$ cat config.mk
export PLATFORM = sky130hd
export DESIGN_NAME = mf2d_ram
export DESIGN_NICKNAME = d
export VERILOG_FILES = /design/src/rtl/mf2d_ram.sv
export SDC_FILE = /design/constraint.sdc
export NUM_CORES = 2
export LEC_CHECK = 0
export BUFFER_PORTS_ARGS = -buffer_cell sky130_fd_sc_hd__buf_2
export CAP_MARGIN = 10
export CORE_ASPECT_RATIO = 1.75
export CORE_MARGIN = 5
export CORE_UTILIZATION = 60
export CTS_BUF_LIST = sky130_fd_sc_hd__clkbuf_4
export DETAILED_ROUTE_END_ITERATION = 10
export HOLD_SLACK_MARGIN = 0.08
export PLACE_DENSITY_LB_ADDON = 0.3
export SKIP_LAST_GASP = 1
export SYNTH_ARGS = -nofsm -noshare
export SYNTH_HDL_FRONTEND = slang
export SYNTH_SLANG_ARGS = --single-unit
export TNS_END_PERCENT = 10
$ cat constraint.sdc
create_clock -name clk -period 4.7 [get_ports clk]
set_input_delay 0.94 -clock clk [delete_from_list [all_inputs] [get_ports clk]]
set_output_delay 0.94 -clock clk [all_outputs]
set_load 0.01 [all_outputs]
$ cat src/rtl/mf2d_ram.sv
// generic simple dual-port ram: one write port, one registered read port
// no dependencies
`timescale 1ns / 1ps
`default_nettype none

module mf2d_ram #(
    parameter int WIDTH = 8,
    parameter int DEPTH = 256,
    parameter int AW    = (DEPTH > 1) ? $clog2(DEPTH) : 1
) (
    input  wire logic             clk,
    input  wire logic             we,
    input  wire logic [AW-1:0]    waddr,
    input  wire logic [WIDTH-1:0] wdata,
    input  wire logic             re,
    input  wire logic [AW-1:0]    raddr,
    output logic      [WIDTH-1:0] rdata
);

    logic [WIDTH-1:0] mem [DEPTH];

    always_ff @(posedge clk)
    begin
        if (we)
        begin
            mem[waddr] <= wdata;
        end
        if (re)
        begin
            rdata <= mem[raddr];
        end
    end

endmodule

`default_nettype wire
==> flow_summary.json <==
{
  "worst_skew_pair.late_latency_ns": 1.28,
  "cts_buffers": 437,
  "grt.total_usage": 0.274,
  "syn_to_final_growth_pct": 10.1,
  "synth-seq-cells": 2056,
  "vias": 40600,
  "synth_nets": 3760,
  "tightest_slew_ns": 1.25,
  "final_layout_size_suffix_gt1_frac": 0.301,
  "rsz0062_at_grt": "no",
  "initial_core_util": 0.601,
  "leakage_nw": 27.7,
  "wl_met3_microns": 17800,
  "ys_types": 54,
  "yosys_warnings": 0,
  "slew_headroom": 0.164,
  "clk_path_buf_depth": 4,
  "wl_met1_microns": 63500,
  "cts_hold_buf": 2,
  "slew_violations": 0,
  "post_cts_buffers": 0,
  "netlist_instances": 3733,
  "async_reset_ff_frac": 0,
  "io_buffers": 34,
  "setup_viol": 0,
  "hold_depth": 3,
  "core_area_sq_um": 132000,
  "ir_drop_mv": 0.222,
  "ant_nets": 0,
  "dieArea_sq_um": 140000,
  "synthTopCellsByArea": "edfxtp_1, mux4_2, mux2i_1",
  "yosys.area.top_type": "edfxtp_1",
  "route.met2.wl_microns": 98200,
  "stdcell_count": 6165,
  "maxCapViolations": 0,
  "crit_type": "input port to flip-flop",
  "crit_start": "raddr[2]",
  "powerDensity_nw_per_um2": 396,
  "placed_cells": 5423,
  "hold_start": "waddr[2]",
  "grt_antenna_before_repair": 18,
  "cts_tree": "done",
  "ctsResizeCount": 0,
  "pin_count": 35,
  "grt_pass1_wl_microns": 280000,
  "synth_top_area_share": 0.775,
  "grt-ovfl-total": 0,
  "fmax_mhz": 320,
  "first_global_vias": 42500,
  "power.total_mw": 34.7,
  "ys_seq_area_frac": 0.775,
  "reg2reg_to": "rdata[5]",
  "dr.pass1.iters": 6,
  "h-tree-depth": 5,
  "hold_viol": 0,
  "status": "complete, no violations",
  "grt_start_max_net_pins": 162,
  "fillers": 8398,
  "synth.cell_area_sq_um": 79600,
  "die_w_microns": 285,
  "fin_crit_ns": 3.13,
  "min_path_type": "input port to flip-flop",
  "wire_per_inst_microns": 30.9,
  "finish.utilization": 0.662,
  "start_kind": "input port",
  "synth-edff-count": 2056,
  "cp_max_fo": 24,
  "rows": 177,
  "nNetsFinal": 4191,
  "arrival_ns": 4.11,
  "viasPerCell": 6.58,
  "dp_hpwl_microns": 120000,
  "finClkSkew_ns": 0.0751,
  "drc_errors": 0,
  "cts.clk_slew.worst_paths_ns": 0.07,
  "setup_tns_ns": 0,
  "crit_path_end_kind": "flip-flop",
  "wirelength_microns": 191000,
  "clockRootBuffer": "clkbuf_4",
  "rrSetupSlack_ns": 1.72,
  "top_layer": "met5",
  "crit_required_ns": 5.68,
  "place.gp.congestion": 0.912,
  "hold-path-endpoint": "mem[140][2]",
  "fin_crit_sh": 0.666,
  "die_h_microns": 492,
  "reg2reg_from": "mem[80][5]",
  "worstRegToRegCells": 7,
  "dominantRegCellSynth": "edfxtp_1",
  "avgSynthCellArea_sq_um": 21.3,
  "cts.sinks": 2056,
  "drtIter0Drc": 4590
}
-- area by class of cell --
cell class,count,area (sq um),share of cell area
flip-flops and latches,2056,61700,0.704
clock inverters,111,568,0.00648
inverters,2,7.51,0.0000856
diodes,9,22.5,0.000257
well taps,1700,2130,0.0243
repair buffers,225,2080,0.0237
multi-input cells,1442,16500,0.188
clock buffers,620,4650,0.0531
-- worst max path at each step --
stage / to / slack, ns / cells after the start
after floorplan: rdata[2] / 1.68 / 9
after global placement: rdata[5] / 0.37 / 9
after detailed placement: rdata[5] / 0.31 / 9
after CTS: rdata[1] / 1.68 / 1
after global routing: rdata[5] / 1.67 / 9
final: rdata[5] / 1.57 / 9
-- Yosys cell counts (10+ instances only) --
cell      count
a211oi_1     16
a21oi_1      96
a221oi_1     13
a22oi_1     133
buf_1        22
buf_2        31
buf_4        27
buf_6        21
buf_8        13
clkbuf_1    111
edfxtp_1   2056
mux2i_1     134
mux4_2      454
nand2_1      33
nand3_1      34
nand4_1      10
nor2_1      282
nor2b_1      31
nor3_1       22
nor4_1       24
o211ai_1     10
o21ai_0      10
o221ai_1     46
o22ai_1      28
-- layer usage --
layer | global-route usage | vias up
met3 | 0.0648 | 506
met4 | 0.141 | 14
met2 | 0.460 | 2357
met5 | 0 | -
met1 | 0.337 | 20900
li1 | - | 16800
-- logic make-up after synthesis --
family | Yosys count | synth area share
DFF | 2056 | 0.775
muxes | 591 | 0.146
AOI/OAI and AO/OA | 385 | 0.0342
and+or+nand+nor | 466 | 0.0263
buffers and inverters | 235 | 0.0183
-- critical path, stage by stage --
cell and delay [ns]:
buf_4 0.41, buf_4 0.48, nor2_2 0.24, buf_4 0.30
a22o_1 0.24, a221oi_1 0.55, o32ai_1 0.36, nor3_1 0.43
nor4_1 0.13
-- stage by stage --
step / area (sq um) / hold slack, ns / setup slack, ns
detailed placement: 82400 / 1.16 / 0.314
floorplan: 79600 / 0.864 / 1.68
global placement: 82400 / 1.12 / 0.374
CTS: 87600 / 0.175 / 1.68
global route: 87700 / 0.262 / 1.67
finish: 87700 / 0.318 / 1.57
-- where the power goes --
| group | leakage, nW | switching (mW) | internal, mW |
|---|---|---|---|
| registers | 18.5 | 0.0219 | 20.2 |
| logic | 6.04 | 1.18 | 0.637 |
| clock network | 3.13 | 6.37 | 6.30 |
-- registers in the layout (all words and copies together), names as in the netlist --
register / cells
rdata: 8
mem: 2048
-- layout by cell type, fill, tap and decap left out, types with 34 or more instances in the layout --
cell	instances
a21oi_1	96
a22oi_1	133
buf_4	161
clkbuf_4	620
clkinv_1	88
edfxtp_1	2056
mux2i_1	134
mux4_2	454
nand3_1	34
nor2_1	279
o221ai_1	46
Power figures use the tool's default switching activity.
